[config.mk]
export PLATFORM = sky130hd
export DESIGN_NAME = event_segment_framer_top_flat
export DESIGN_NICKNAME = d
export VERILOG_FILES = /design/src/rtl/core/esf_pkg.sv /design/src/rtl/core/esf_item_if.sv /design/src/rtl/core/esf_seg_if.sv /design/src/rtl/core/event_segment_framer_top.sv /design/src/rtl/core/esf_tracker.sv /design/src/flat_wrapper.sv
export VERILOG_INCLUDE_DIRS = /design/src /design/src/rtl/core
export SDC_FILE = /design/constraint.sdc
export NUM_CORES = 1
export LEC_CHECK = 0
export BUFFER_PORTS_ARGS = -buffer_cell sky130_fd_sc_hd__buf_2
export CORE_MARGIN = 2
export CORE_UTILIZATION = 35
export CTS_BUF_LIST = sky130_fd_sc_hd__clkbuf_2
export DETAILED_ROUTE_END_ITERATION = 16
export GPL_TIMING_DRIVEN = 0
export PLACE_DENSITY = 0.61
export RECOVER_POWER = 50
export SYNTH_ARGS = -nofsm -noshare
export SYNTH_HDL_FRONTEND = slang
export SYNTH_SLANG_ARGS = --single-unit
[constraint.sdc]
create_clock -name clk -period 41.2 [get_ports clk]
set_clock_uncertainty 0.15 [all_clocks]
set_input_delay 0 -clock clk [delete_from_list [all_inputs] [get_ports clk]]
set_output_delay 0 -clock clk [all_outputs]
set_load 0.01 [all_outputs]
[src/rtl/core/assert_macros.svh]
// Assertion helpers shared by the RTL
`ifndef ASSERT_MACROS_SVH
`define ASSERT_MACROS_SVH

// Same-cycle implication, disabled during reset
`define ASSERT_IMPL(label, clk, rst, ante, cons) \
  label: assert property (@(posedge clk) disable iff (rst) (ante) |-> (cons)) \
    else $error("assertion failed");

// Next-cycle implication, disabled during reset
`define ASSERT_NEXT(label, clk, rst, ante, cons) \
  label: assert property (@(posedge clk) disable iff (rst) (ante) |=> (cons)) \
    else $error("assertion failed");

`endif

[src/rtl/core/esf_pkg.sv]
package esf_pkg;

  localparam int TS_W       = 63;
  localparam int FRAME_W    = 63;
  localparam int COUNT_W    = 13;
  localparam int ROLL_W     = 12;
  localparam int MAXLEN_W   = 16;
  localparam int DUR_W      = 17;
  localparam int CFG_IDX_W  = 2;
  localparam int CFG_DATA_W = 16;

  // Item opcodes; the fourth code is unused and ignored
  typedef logic [1:0] opcode_t;
  localparam opcode_t OP_FRAME = 2'd0;
  localparam opcode_t OP_START = 2'd1;
  localparam opcode_t OP_END   = 2'd2;

  // Configuration register indexes
  typedef logic [CFG_IDX_W-1:0] reg_index_t;
  localparam reg_index_t REG_PRE_ROLL  = 2'd0;
  localparam reg_index_t REG_POST_ROLL = 2'd1;
  localparam reg_index_t REG_MAX_LEN   = 2'd2;

  typedef struct packed {
    opcode_t         opcode;
    logic [TS_W-1:0] timestamp_ns;
  } item_t;

  typedef struct packed {
    logic [TS_W-1:0]    start_time_ns;
    logic [TS_W-1:0]    end_time_ns;
    logic [FRAME_W-1:0] first_frame;
    logic [COUNT_W-1:0] frame_count;
  } seg_t;

  typedef struct packed {
    logic [ROLL_W-1:0]   pre_roll_frames;
    logic [ROLL_W-1:0]   post_roll_frames;
    logic [MAXLEN_W-1:0] max_event_length;
  } cfg_t;

  typedef struct packed {
    logic event_open;
    logic finalize_pending;
  } status_t;

endpackage

[src/rtl/core/esf_item_if.sv]
interface esf_item_if import esf_pkg::*; ();
  logic  valid;
  logic  ready;
  item_t item;

  modport source (output valid, output item, input ready);
  modport sink (input valid, input item, output ready);
endinterface

[src/rtl/core/esf_seg_if.sv]
interface esf_seg_if import esf_pkg::*; ();
  logic valid;
  logic ready;
  seg_t seg;

  modport source (output valid, output seg, input ready);
  modport sink (input valid, input seg, output ready);
endinterface

[src/rtl/core/event_segment_framer_top.sv]
// Event segment framer. Takes frame-pushed, event-start and event-end items
// with nanosecond times on the events channel, one item per clock cycle, and
// gives one segment on the segments channel for each finished event: start
// and end times, first frame (start frame minus pre-roll, floored at zero) and
// frame count (at least one, clamped to MAX_SEGMENT_FRAMES). A segment comes
// out in the cycle after the frame push that completes its post-roll, through an
// output register; the events channel stalls whenever that register holds a
// segment that is not being taken in the same cycle, and otherwise takes items
// back to back. All tracking state updates in the single cycle in which an
// item is accepted, which sets the rate at one item per cycle. Write registers
// through cfg_wr_en, cfg_index and cfg_data only while the block is idle (the
// block itself does not enforce this); no clearing pass after reset.
`include "assert_macros.svh"

module event_segment_framer_top import esf_pkg::*; #(
  parameter int MAX_SEGMENT_FRAMES = 5000
) (
  input  logic                  clk,
  input  logic                  rst,
  esf_item_if.sink              events,
  esf_seg_if.source             segments,
  input  logic                  cfg_wr_en,
  input  logic [CFG_IDX_W-1:0]  cfg_index,
  input  logic [CFG_DATA_W-1:0] cfg_data
);

  cfg_t    cfg;
  status_t status;
  logic    accept;
  logic    res_valid;
  seg_t    res;
  logic    seg_valid;
  seg_t    seg_data;

  // Configuration registers
  always_ff @(posedge clk) begin
    if (rst) begin
      cfg.pre_roll_frames  <= '0;
      cfg.post_roll_frames <= '0;
      cfg.max_event_length <= MAXLEN_W'(1);
    end else if (cfg_wr_en) begin
      unique case (cfg_index)
        REG_PRE_ROLL:  cfg.pre_roll_frames  <= cfg_data[ROLL_W-1:0];
        REG_POST_ROLL: cfg.post_roll_frames <= cfg_data[ROLL_W-1:0];
        REG_MAX_LEN:   cfg.max_event_length <= cfg_data[MAXLEN_W-1:0];
        default: ;
      endcase
    end
  end

  // Take an item whenever the output register can move
  assign events.ready = !seg_valid || segments.ready;
  assign accept       = events.valid && events.ready;

  esf_tracker #(
    .MAX_SEGMENT_FRAMES(MAX_SEGMENT_FRAMES)
  ) u_tracker (
    .clk       (clk),
    .rst       (rst),
    .accept    (accept),
    .item      (events.item),
    .cfg       (cfg),
    .status    (status),
    .res_valid (res_valid),
    .res       (res)
  );

  // Output register: load a new segment, or drop the taken one
  always_ff @(posedge clk) begin
    if (rst) begin
      seg_valid <= 1'b0;
    end else if (res_valid) begin
      seg_valid <= 1'b1;
    end else if (segments.ready) begin
      seg_valid <= 1'b0;
    end
  end

  always_ff @(posedge clk) begin
    if (res_valid) begin
      seg_data <= res;
    end
  end

  assign segments.valid = seg_valid;
  assign segments.seg   = seg_data;

  `ASSERT_IMPL(a_open_pending_excl, clk, rst, status.event_open, !status.finalize_pending)
  `ASSERT_IMPL(a_seg_on_frame, clk, rst, res_valid, accept && (events.item.opcode == OP_FRAME))
  `ASSERT_IMPL(a_count_nonzero, clk, rst, seg_valid, seg_data.frame_count != '0)
  `ASSERT_NEXT(a_seg_loaded, clk, rst, res_valid, seg_valid && (seg_data == $past(res)))

endmodule

[src/rtl/core/esf_tracker.sv]
module esf_tracker import esf_pkg::*; #(
  parameter int MAX_SEGMENT_FRAMES = 5000
) (
  input  logic    clk,
  input  logic    rst,
  input  logic    accept,
  input  item_t   item,
  input  cfg_t    cfg,
  output status_t status,
  output logic    res_valid,
  output seg_t    res
);

  logic [FRAME_W-1:0]  frame_counter;
  logic                event_open;
  logic                finalize_pending;
  logic [FRAME_W-1:0]  event_start_frame;
  logic [TS_W-1:0]     event_start_time;
  logic [TS_W-1:0]     event_end_time;
  logic [DUR_W-1:0]    dur_count;
  logic [ROLL_W-1:0]   wait_count;
  logic [DUR_W-1:0]    span_base;

  logic                is_frame;
  logic                is_start;
  logic                is_end;
  logic [FRAME_W-1:0]  frame_inc;
  logic [DUR_W-1:0]    dur_inc;
  logic [MAXLEN_W-1:0] limit;
  logic                force_close;
  logic                end_close;
  logic [DUR_W-1:0]    close_base;
  logic                finalize;
  logic [DUR_W-1:0]    base_sel;
  logic [ROLL_W-1:0]   pre_used;
  logic [DUR_W-1:0]    span;
  logic [DUR_W-1:0]    span_min;
  logic [DUR_W-1:0]    span_clamped;

  // Decode the item
  assign is_frame = accept && (item.opcode == OP_FRAME);
  assign is_start = accept && (item.opcode == OP_START) && !event_open && !finalize_pending;
  assign is_end   = accept && (item.opcode == OP_END);

  // Frame and duration counters, duration kept relative to the start frame
  assign frame_inc = frame_counter + FRAME_W'(1);
  assign dur_inc   = dur_count + DUR_W'(1);
  assign limit     = (cfg.max_event_length == '0) ? MAXLEN_W'(1) : cfg.max_event_length;

  // Close on overlong event or on an end item
  assign force_close = is_frame && event_open && (dur_inc > DUR_W'(limit));
  assign end_close   = is_end && event_open;
  assign close_base  = (force_close ? dur_inc : dur_count) + DUR_W'(cfg.post_roll_frames);

  // Finalize once the post-roll countdown runs out, or on a forced close with no post-roll
  assign finalize = is_frame &&
                    ((finalize_pending && (wait_count <= ROLL_W'(1))) ||
                     (force_close && (cfg.post_roll_frames == '0)));

  // Segment span: (finalize frame - start frame) + min(pre-roll, start frame)
  assign base_sel = force_close ? close_base : span_base;
  assign pre_used = (event_start_frame >= FRAME_W'(cfg.pre_roll_frames)) ?
                    cfg.pre_roll_frames : event_start_frame[ROLL_W-1:0];
  assign span     = base_sel + DUR_W'(pre_used);
  assign span_min = (span == '0) ? DUR_W'(1) : span;
  assign span_clamped = (span_min > DUR_W'(MAX_SEGMENT_FRAMES)) ?
                        DUR_W'(MAX_SEGMENT_FRAMES) : span_min;

  // Result
  assign res_valid         = finalize;
  assign res.start_time_ns = event_start_time;
  assign res.end_time_ns   = force_close ? item.timestamp_ns : event_end_time;
  assign res.first_frame   = event_start_frame - FRAME_W'(pre_used);
  assign res.frame_count   = span_clamped[COUNT_W-1:0];

  assign status.event_open       = event_open;
  assign status.finalize_pending = finalize_pending;

  // Advance the tracking state
  always_ff @(posedge clk) begin
    if (rst) begin
      frame_counter     <= '0;
      event_open        <= 1'b0;
      finalize_pending  <= 1'b0;
      event_start_frame <= '0;
      event_start_time  <= '0;
      event_end_time    <= '0;
      dur_count         <= '0;
      wait_count        <= '0;
      span_base         <= '0;
    end else begin
      if (is_frame) begin
        frame_counter <= frame_inc;
        if (event_open) begin
          dur_count <= dur_inc;
        end
        if (finalize_pending && !finalize) begin
          wait_count <= wait_count - ROLL_W'(1);
        end
      end
      if (is_start) begin
        event_open        <= 1'b1;
        event_start_time  <= item.timestamp_ns;
        event_start_frame <= frame_counter;
        dur_count         <= '0;
      end
      if (force_close || end_close) begin
        event_open       <= 1'b0;
        finalize_pending <= 1'b1;
        event_end_time   <= item.timestamp_ns;
        wait_count       <= cfg.post_roll_frames;
        span_base        <= close_base;
      end
      // Drop the finished event
      if (finalize) begin
        finalize_pending  <= 1'b0;
        event_start_frame <= '0;
        event_start_time  <= '0;
        event_end_time    <= '0;
      end
    end
  end

endmodule
[src/flat_wrapper.sv]
// flat-port wrapper written by rule: the top's interface ports become plain ports
module event_segment_framer_top_flat import esf_pkg::*;
#(
  parameter int MAX_SEGMENT_FRAMES = 5000
)
  (clk, rst, cfg_wr_en, cfg_index, cfg_data, events_valid, events_item, events_ready, segments_valid, segments_seg, segments_ready);
  esf_item_if events_i ();
  esf_seg_if segments_i ();
  input  logic clk;
  input  logic rst;
  input  logic cfg_wr_en;
  input  logic [CFG_IDX_W-1:0] cfg_index;
  input  logic [CFG_DATA_W-1:0] cfg_data;
  input wire logic [$bits(events_i.valid)-1:0] events_valid;
  input wire logic [$bits(events_i.item)-1:0] events_item;
  output wire logic [$bits(events_i.ready)-1:0] events_ready;
  output wire logic [$bits(segments_i.valid)-1:0] segments_valid;
  output wire logic [$bits(segments_i.seg)-1:0] segments_seg;
  input wire logic [$bits(segments_i.ready)-1:0] segments_ready;
  assign events_i.valid = events_valid;
  assign events_i.item = events_item;
  assign events_ready = events_i.ready;
  assign segments_valid = segments_i.valid;
  assign segments_seg = segments_i.seg;
  assign segments_i.ready = segments_ready;
  event_segment_framer_top #(.MAX_SEGMENT_FRAMES(MAX_SEGMENT_FRAMES)) u_core (.clk(clk), .rst(rst), .events(events_i), .segments(segments_i), .cfg_wr_en(cfg_wr_en), .cfg_index(cfg_index), .cfg_data(cfg_data));
endmodule
==> results of run 1 <==
synthesized netlist by cell type, types with 4 or more instances:
master	instances	area (µm²)
sky130_fd_sc_hd__nor2b_1	11	68.8
sky130_fd_sc_hd__a21boi_0	4	30.0
sky130_fd_sc_hd__and2_1	6	37.5
sky130_fd_sc_hd__nor3b_1	5	37.5
sky130_fd_sc_hd__mux2_2	5	56.3
sky130_fd_sc_hd__and4_1	6	52.6
sky130_fd_sc_hd__o21bai_1	4	30.0
sky130_fd_sc_hd__dfxtp_1	341	6830
sky130_fd_sc_hd__and3_1	27	169
sky130_fd_sc_hd__edfxtp_1	202	6070
sky130_fd_sc_hd__inv_1	63	236
sky130_fd_sc_hd__a211o_1	5	43.8
sky130_fd_sc_hd__nor2_1	188	706
sky130_fd_sc_hd__nand4b_1	4	35.0
sky130_fd_sc_hd__a211oi_1	19	143
sky130_fd_sc_hd__ha_1	69	863
sky130_fd_sc_hd__o21ai_0	34	170
sky130_fd_sc_hd__nor4_1	29	181
sky130_fd_sc_hd__nand3_1	54	270
sky130_fd_sc_hd__nand2_1	711	2670
sky130_fd_sc_hd__a21oi_1	275	1380
sky130_fd_sc_hd__mux2i_1	34	340
sky130_fd_sc_hd__o31ai_1	5	37.5
sky130_fd_sc_hd__buf_1	9	33.8
sky130_fd_sc_hd__nand4_1	22	138
sky130_fd_sc_hd__mux2_4	8	120
sky130_fd_sc_hd__a21o_1	13	97.6
sky130_fd_sc_hd__o211ai_1	6	45.0
sky130_fd_sc_hd__or2_2	6	37.5
sky130_fd_sc_hd__clkbuf_1	132	495
sky130_fd_sc_hd__nand3b_1	7	52.6
sky130_fd_sc_hd__o21a_1	7	52.6
sky130_fd_sc_hd__xor2_1	106	928
sky130_fd_sc_hd__or4_1	7	52.6
sky130_fd_sc_hd__xnor2_1	76	666
sky130_fd_sc_hd__nor3_1	44	220
sky130_fd_sc_hd__or3_1	33	206
sequential cells by signal (all words and copies together) (netlist names):
name,count
u_core.cfg,40
u_core.segments.seg,202
u_core.segments.valid,1
u_core.u_tracker.dur_count,17
u_core.u_tracker.event_end_time,63
u_core.u_tracker.event_open,1
u_core.u_tracker.event_start_frame,63
u_core.u_tracker.event_start_time,63
u_core.u_tracker.finalize_pending,1
u_core.u_tracker.frame_counter,63
u_core.u_tracker.span_base,17
u_core.u_tracker.wait_count,12
stage by stage:
step | hold slack (ns) | util, % | cell area, µm² | power (mW) | instances
after floorplan | -0.0288 | - | 24100 | 0.631 | 2628
after global placement | 0.0958 | 39.0 | 26700 | 0.662 | 3801
final | 0.220 | 46.1 | 31500 | 1.09 | 4438
after detailed placement | 0.0984 | 39.3 | 26800 | 0.662 | 3809
after CTS | 0.0539 | 46.6 | 31900 | 1.10 | 4435
after global routing | 0.196 | 46.1 | 31500 | 1.14 | 4436
cells by family after synthesis:
group,Yosys count
adders and majority gates,72
AOI/OAI and AO/OA,399
buffers and inverters,207
and+or+nand+nor,1178
muxes,47
xor gates and xnor gates,182
DFF,543
critical path, delay by kind of cell (launching register included):
kind            cells  cell delay [ns]
compound gates     10             2.89
xor+xnor            3             0.86
fa+ha+maj           3             0.97
buf+inv             6             2.40
flops               1             0.31
mux                 1             0.32
simple gates       12             3.48
final timing paths:
| kind | startpoint | endpoint | slack, ns |
|---|---|---|---|
| worst max-delay path | u_core.u_tracker.dur_count[2] | u_core.segments.seg[3] | 29.51 |
| worst min register to register | u_core.u_tracker.event_start_time[44] | u_core.segments.seg[183] | 0.22 |
| worst max register to register | u_core.u_tracker.dur_count[2] | u_core.segments.seg[3] | 29.51 |
| worst min-delay path | u_core.u_tracker.event_start_time[44] | u_core.segments.seg[183] | 0.22 |
per-layer routing:
layer | up-vias | track usage, % | part of all wire [%]
li1 | 10700 | - | -
met1 | 10100 | 26.5 | 45
met2 | 610 | 34.6 | 47
met3 | 152 | 4.16 | 5.1
met4 | 0 | 8.09 | 3.0
met5 | - | 0 | 0
where the power goes:
| part | switching (mW) | internal [mW] | leakage (nW) |
|---|---|---|---|
| clock network | 0.241 | 0.173 | 1.09 |
| registers | 0.00347 | 0.563 | 4.56 |
| logic | 0.0584 | 0.0469 | 6.43 |
| total | 0.303 | 0.783 | 12.1 |
what timing repair did:
item,4_1_cts,5_1_grt
gates resized for setup,0,0
hold endpoints to repair,577,0
hold buffers,358,0
layout make-up:
class                   instances  area [µm²]
repair buffers                657        4890
clock inverters                42         317
clock buffers                 226        1130
diodes                          3        7.51
well taps                     882        1100
plain buffers                 144         557
multi-input cells            1878       10400
flip-flops and latches        543       12900
inverters                      63         236
fillers                      6653       36800
==> run metrics, run 1 <==
static leakage power=12.1 nW; post-synthesis compound-gate area fraction=9.43%; Core Box Area=68300 µm²; final RePlAce weighted congestion=0.879; clock transition at the register clock pins on the worst setup and hold paths after CTS=0.10 ns; total routing usage reported by global routing=20.8%; most frequent cells in the layout=711 x sky130_fd_sc_hd__nand2_1, 358 x sky130_fd_sc_hd__dlygate4sd3_1, 343 x sky130_fd_sc_hd__clkbuf_1; fraction of synthesized area in multiplexers=2.14%; Critical Setup Path Class=reg -> reg; Hold Fails Final Rpt=0; warnings from Yosys=0; pin count of the biggest net entering global routing=35; fraction of the yosys area taken by sequential cells=53.5%; deepest level of the CTS H-tree=4; DIE AREA=71000 µm²; area fraction in and, or, nand and nor cells after synthesis=21.1%; vias per std cell=between 4 and 5; antenna violations before repair=1; total count of max-transition violations in the final report=between 70 and 80; total power density per cell area=34.5 nW/µm²; violated checks=max-capacitance violations, max-slew violations; dominant register cell in the synthesized netlist=sky130_fd_sc_hd__dfxtp_1; Rel. slew slack=-24.8%; share of the cycle needed by the critical path after routing=~28%; residual overflow from global routing=0; RSZ-0062 raised after global routing=no; later-pin clock latency in the skew report=1.30 ns; startpoint types=flop; required time reported for the critical path endpoint=42.02 ns; wirelength, routed=between 70 and 80 mm; final setup slack of the worst path=29.51 ns; Arrival @ worst endpoint=12.51 ns; Starting Density=35.3%; Detail Route Antenna Nets=0; cell count of the worst hold path=0; cell count after synthesis=roughly 2600; synthesized netlist net count=2788; remaining design rule violation count=0; adder-cell share of the synthesized area=3.83%; kind of end point of the critical path=flop; cell area after synthesis=24100 µm²; die height=266 µm; Hold Path Class=reg -> reg; maximum vdd drop=20.6 µV; peak clock frequency supported by timing=between 0.08 and 0.09 GHz; fraction of synthesis flops using an asynchronous set or reset pin=0%; number of buffers on the longest clock path=3; largest family of logic cells by synthesized area=simple AND/OR/NAND/NOR gates; Post-Route Setup TNS=0 ns; transition time of the tightest slew-check pin=between 1.5 and 2 ns; drt wl/cell=16.9 µm; most frequent standard cell in the layout excluding fill and tap cells=sky130_fd_sc_hd__nand2_1; Die X=266 µm; number of placement rows=96; count of buffers inserted at the top-level ports=roughly 290; clock sinks=543; buffers inserted during post-CTS setup optimization=0; pre-CTS setup slack=29.81 ns; Area Overhead vs Synth=30.7%; delay of the slowest cell on the worst path=approximately 0.87 ns; cell seen most often among critical-path stages=sky130_fd_sc_hd__clkbuf_1; vias=21600; synthesized area per cell=9.17 µm²; library cell contributing the largest single delay on the critical path=sky130_fd_sc_hd__nor4_1; total I/O pin count=292; CTS Root Cell=sky130_fd_sc_hd__clkbuf_2; number of storage elements in the synthesis netlist=543; total half-perimeter wirelength after legalization and detailed placement=50.3 mm; setup violators final=0; total clock buffers created by CTS=147; count of TritonRoute iterations in the first routing pass=5; EDFF count, synth=202; Worst Reg2Reg Path Length in Cells=35; global-route wire length before repair=115 mm; TritonCTS clock tree=built; count of cell types in the netlist=71; post-synthesis share of cell area spent on xor and xnor gates=6.62%; fraction of layout cells with a size suffix above 1=10.2%; initial detailed-routing violation count=1300; outcome=finished, violations left; Min Clock Period, post-route=approximately 12 ns; number of global-route vias before repair=21200; count of nets after finishing=3594; total of max-cap violations=3; worst-path maximum fanout=10
(Power assumes the default switching activity.)
==> run 2: changes to the inputs <==
==> constraint.sdc (replaced) <==
create_clock -name clk -period 11.12 [get_ports clk]
set_clock_uncertainty 0.15 [all_clocks]
set_input_delay 0 -clock clk [delete_from_list [all_inputs] [get_ports clk]]
set_output_delay 0 -clock clk [all_outputs]
set_load 0.01 [all_outputs]
==> run metrics, run 2 (synthesis results as in run 1) <==
buffers inserted during post-CTS setup optimization=0; TritonCTS clock tree=built; violated checks=max-capacitance violations, max-slew violations; vias per std cell=just under 5; total half-perimeter wirelength after legalization and detailed placement=50.2 mm; antenna violations before repair=5; Hold Fails Final Rpt=0; deepest level of the CTS H-tree=4; residual overflow from global routing=0; total of max-cap violations=1; maximum vdd drop=65.9 µV; drt wl/cell=approximately 17 µm; outcome=finished, violations left; clock transition at the register clock pins on the worst setup and hold paths after CTS=0.09 ns; share of the cycle needed by the critical path after routing=between 90 and 100%; met2 Usage GRT=35.8%; static leakage power=12.1 nW; share of power burned in combinational logic=9.8%; Hold Path Class=in -> reg; hold wc startpoint=cfg_data[7]; clock sinks=543; setup violators final=0; most frequent cells in the layout=711 x sky130_fd_sc_hd__nand2_1, 356 x sky130_fd_sc_hd__dlygate4sd3_1, 341 x sky130_fd_sc_hd__dfxtp_1; Starting Density=35.3%; total clock buffers created by CTS=149; Sw Ratio=approximately 28%; count of nets after finishing=3591; global-route wire length before repair=116 mm; Internal=2.89 mW; total count of max-transition violations in the final report=15; worst-path maximum fanout=26; Placed Cells=3808; post-layout instance count excluding filler cells=4432; DIE AREA=71000 µm²; startpoint types=flop; Post-Route Setup TNS=0 ns; total routing usage reported by global routing=21.0%; count of buffers inserted at the top-level ports=291; Core Box Area=68300 µm²; routing usage on met3=~4.9%; total I/O pin count=~290; number of buffers on the longest clock path=3; met1 track utilization from global routing=25.6%; number of placement rows=between 90 and 100; Area Overhead vs Synth=30.8%; most congested layer reported by global routing=met2; delay of the slowest cell on the worst path=approximately 0.64 ns; transition time of the tightest slew-check pin=2.01 ns; RSZ-0062 raised after global routing=no; peak clock frequency supported by timing=between 0.09 and 0.1 GHz; most frequent standard cell in the layout excluding fill and tap cells=sky130_fd_sc_hd__nand2_1; Die X=266 µm; total power density per cell area=127 nW/µm²; initial detailed-routing violation count=about 1400; required time reported for the critical path endpoint=11.99 ns; Detail Route Antenna Nets=0; Min Clock Period, post-route=10.01 ns; final RePlAce weighted congestion=0.852; pin count of the biggest net entering global routing=35; fraction of layout cells with a size suffix above 1=between 10% and 20%; WHS=0.225 ns; count of TritonRoute iterations in the first routing pass=5; remaining design rule violation count=0; library cell contributing the largest single delay on the critical path=sky130_fd_sc_hd__a311oi_1; later-pin clock latency in the skew report=1.28 ns; share of total power in the clock network=37.8%; wirelength, routed=74.9 mm; Rel. slew slack=-34.4%; CTS Root Cell=sky130_fd_sc_hd__clkbuf_2; worst reg2reg startpoint=u_core.u_tracker.dur_count[3]; kind of end point of the critical path=flop; launch point of the worst path=u_core.u_tracker.dur_count[3]; Arrival @ worst endpoint=10.88 ns; power share of the sequential group=52.4%; Critical Setup Path Class=reg -> reg; net switching power=1.12 mW; max FFs per register=202; number of global-route vias before repair=21400; vias=21600; die height=~270 µm
-- run 2: changes by cell type in the layout (fill, tap and decap cells not counted), moves of 3 or more --
cell	change
sky130_fd_sc_hd__clkinv_2	+4
sky130_fd_sc_hd__clkinv_4	-4
sky130_fd_sc_hd__inv_6	+5
sky130_fd_sc_hd__buf_12	+3
sky130_fd_sc_hd__clkinv_1	-4
sky130_fd_sc_hd__clkbuf_1	-6
-- run 2: repair_timing --
action,4_1_cts,5_1_grt
resized for setup,0,1
hold endpoints to repair,569,0
hold buffers,356,0
setup endpoints to repair,2,12
-- run 2: cell type report --
| type | instances | area [µm²] |
|---|---|---|
| well taps | 882 | 1100 |
| repair buffers | 654 | 4910 |
| clock buffers | 227 | 1140 |
| inverters | 63 | 236 |
| plain buffers | 142 | 551 |
| clock inverters | 42 | 308 |
| flip-flops and latches | 543 | 12900 |
| diodes | 1 | 2.50 |
| fillers | 6720 | 36800 |
| multi-input cells | 1878 | 10400 |
-- run 2: path summary, 6_finish.rpt --
check	endpoint	slack (ns)	cells past startpoint
min reg2reg	u_core.segments.seg[192]	0.24	0
max reg2reg	u_core.segments.seg[3]	1.11	33
max	u_core.segments.seg[3]	1.11	33
min	u_core.cfg[7]	0.22	5
-- run 2: stage by stage --
| stage | util, % | setup slack [ns] | instance area, µm² | power, mW |
|---|---|---|---|---|
| after floorplan | - | 0.668 | 24100 | 2.34 |
| after global placement | 39.0 | -4.87 | 26700 | 2.45 |
| after detailed placement | 39.2 | -0.0650 | 26800 | 2.45 |
| after CTS | 46.6 | 0.447 | 31800 | 4.07 |
| after global routing | 46.1 | 0.288 | 31500 | 4.21 |
| final | 46.1 | 1.11 | 31500 | 4.01 |
-- run 2: routing by layer --
metal | part of all wire (%) | vias to the layer above | wire length (µm)
met3 | 5.8 | 149 | 4340
li1 | - | 10600 | -
met5 | 0.036 | - | 27
met2 | 48 | 630 | 36000
met4 | 3.0 | 4 | 2220
met1 | 43 | 10100 | 32300
-- run 2: power groups by stage --
stage | registers [mW] | logic (mW) | clock network [mW]
after floorplan | 2.14 | 0.195 | 0
after global placement | 2.14 | 0.307 | 0
after detailed placement | 2.14 | 0.307 | 0
after CTS | 2.10 | 0.393 | 1.58
after global routing | 2.10 | 0.428 | 1.68
final | 2.10 | 0.391 | 1.52
-- run 2: critical path: cells and delay by family (launching register included) --
family / cells / cell delay, ns
compound gates: 10 / 2.93
fa+ha+maj: 3 / 0.96
xor+xnor: 3 / 0.80
mux: 1 / 0.32
flops: 1 / 0.31
simple gates: 12 / 3.17
buf+inv: 4 / 1.10
==> run 3: changes to the inputs <==
==> constraint.sdc (replaced) <==
create_clock -name clk -period 9.45 [get_ports clk]
set_clock_uncertainty 0.15 [all_clocks]
set_input_delay 0 -clock clk [delete_from_list [all_inputs] [get_ports clk]]
set_output_delay 0 -clock clk [all_outputs]
set_load 0.01 [all_outputs]
==> run metrics, run 3 (synthesis results as in run 1) <==
number of buffers on the longest clock path=3; post-layout instance count excluding filler cells=4437; required time reported for the critical path endpoint=between 10 and 15 ns; routing usage on met3=4.45%; Core Box Area=68300 µm²; violated checks=max-capacitance violations, max-slew violations; fill cell total of the finished layout=6679; vias per std cell=4.88; cell count of the worst hold path=5; Detail Route Antenna Nets=0; Min Clock Period, post-route=about 8.9 ns; initial detailed-routing violation count=1321; Hold Path Class=in -> reg; count of buffers inserted at the top-level ports=291; deepest level of the CTS H-tree=4; peak clock frequency supported by timing=around 0.11 GHz; most frequent standard cell in the layout excluding fill and tap cells=sky130_fd_sc_hd__nand2_1; DIE AREA=71000 µm²; final RePlAce weighted congestion=0.856; total count of max-transition violations in the final report=14; met2 Usage GRT=a little over a third; transition time of the tightest slew-check pin=2.02 ns; Hold Fails Final Rpt=0; kind of end point of the critical path=flop; share of the cycle needed by the critical path after routing=94.4%; Area Overhead vs Synth=31.8%; die height=266 µm; maximum vdd drop=69.6 µV; Critical Setup Path Class=reg -> reg; pre-CTS setup slack=-2.05 ns; Post-Route Setup TNS=0 ns; outcome=finished, violations left; clock transition at the register clock pins on the worst setup and hold paths after CTS=0.11 ns; number of global-route vias before repair=between 20000 and 25000; Rel. slew slack=-35.1%; later-pin clock latency in the skew report=1.32 ns; pin count of the biggest net entering global routing=36; static leakage power=12.2 nW; number of placement rows=96; most frequent cells in the layout=711 x sky130_fd_sc_hd__nand2_1, 365 x sky130_fd_sc_hd__dlygate4sd3_1, 339 x sky130_fd_sc_hd__dfxtp_1; worst-path maximum fanout=19; Placed Cells=3808; total routing usage reported by global routing=between 20% and 30%; RSZ-0062 raised after global routing=no; antenna violations before repair=5; most congested layer reported by global routing=met2; CTS Root Cell=sky130_fd_sc_hd__clkbuf_2; total power density per cell area=149 nW/µm²; vias=21700; startpoint types=flop; remaining design rule violation count=0; final setup slack of the worst path=0.526 ns; area of combinational cells with multiple inputs=about 10000 µm²; Starting Density=35.3%; met1 track utilization from global routing=26.1%; total clock buffers created by CTS=145; Die X=between 200 and 300 µm; setup violators final=0; global-route wire length before repair=115 mm; total of max-cap violations=1; delay of the slowest cell on the worst path=0.50 ns; total half-perimeter wirelength after legalization and detailed placement=50.3 mm; fraction of layout cells with a size suffix above 1=10.9%; WHS=0.198 ns; TritonCTS clock tree=built; max FFs per register=202; wirelength, routed=75.4 mm; clock sinks=543; count of TritonRoute iterations in the first routing pass=7; residual overflow from global routing=0; Arrival @ worst endpoint=9.77 ns; drt wl/cell=17.0 µm; library cell contributing the largest single delay on the critical path=sky130_fd_sc_hd__or4_1; Worst Reg2Reg Path Length in Cells=37; count of nets after finishing=3594; Sequential cell area=about 13000 µm²; total I/O pin count=292
## run 3: metrics by stage
step | power, mW | utilization [%] | area, µm²
2_1_floorplan | 2.75 | - | 24100
3_3_place_gp | 2.89 | 39.0 | 26700
3_5_place_dp | 2.88 | 39.2 | 26800
4_1_cts | 4.80 | 46.7 | 31900
5_1_grt | 4.98 | 46.5 | 31700
6_report | 4.74 | 46.5 | 31700
## run 3: final cells by class
type                    count  share of cell area (%)
plain buffers             135                    1.72
clock buffers             221                    3.48
multi-input cells        1878                    33.0
clock inverters            40                    1.06
diodes                      7                  0.0552
well taps                 882                    3.48
repair buffers            668                    15.9
flip-flops and latches    543                    40.6
inverters                  63                   0.745
## run 3: where the power goes
part / total (mW) / switching (mW) / internal, mW
clock: 1.81 / 1.04 / 0.770
sequential: 2.47 / 0.0157 / 2.45
combinational: 0.465 / 0.256 / 0.209
total: 4.74 / 1.31 / 3.43
## run 3: routing by layer
layer | wire length (µm) | vias up
met5 | 0 | -
met4 | 2190 | 0
met3 | 4040 | 166
met2 | 36100 | 649
met1 | 33000 | 10200
li1 | - | 10700
## run 3: critical path: cells and delay by family, from the launching register on
| family | cells | cell delay (ns) |
|---|---|---|
| AND/OR/NAND/NOR | 16 | 3.58 |
| AO/OA/AOI/OAI | 9 | 1.67 |
| buffers and inverters | 6 | 1.16 |
| adder cells (fa/ha/maj) | 3 | 0.93 |
| XOR/XNOR | 2 | 0.57 |
| flip-flops | 1 | 0.31 |
| multiplexers | 1 | 0.30 |
## run 3: worst paths after layout
| path | start | to | slack [ns] |
|---|---|---|---|
| worst min-delay path | cfg_data[7] | u_core.cfg[23] | 0.20 |
| worst max register to register | u_core.u_tracker.dur_count[8] | u_core.segments.seg[3] | 0.53 |
| worst min register to register | u_core.u_tracker.frame_counter[8] | u_core.u_tracker.event_start_frame[8] | 0.24 |
| worst max-delay path | u_core.u_tracker.dur_count[8] | u_core.segments.seg[3] | 0.53 |
## run 3: repair_timing
| action | CTS | global route |
|---|---|---|
| gates resized for setup | 10 | 11 |
| hold endpoints to repair | 521 | 0 |
| hold buffers | 365 | 0 |
| endpoints found under the setup margin | 13 | 13 |
| setup buffers | 0 | 5 |
| pin swaps | 1 | 3 |
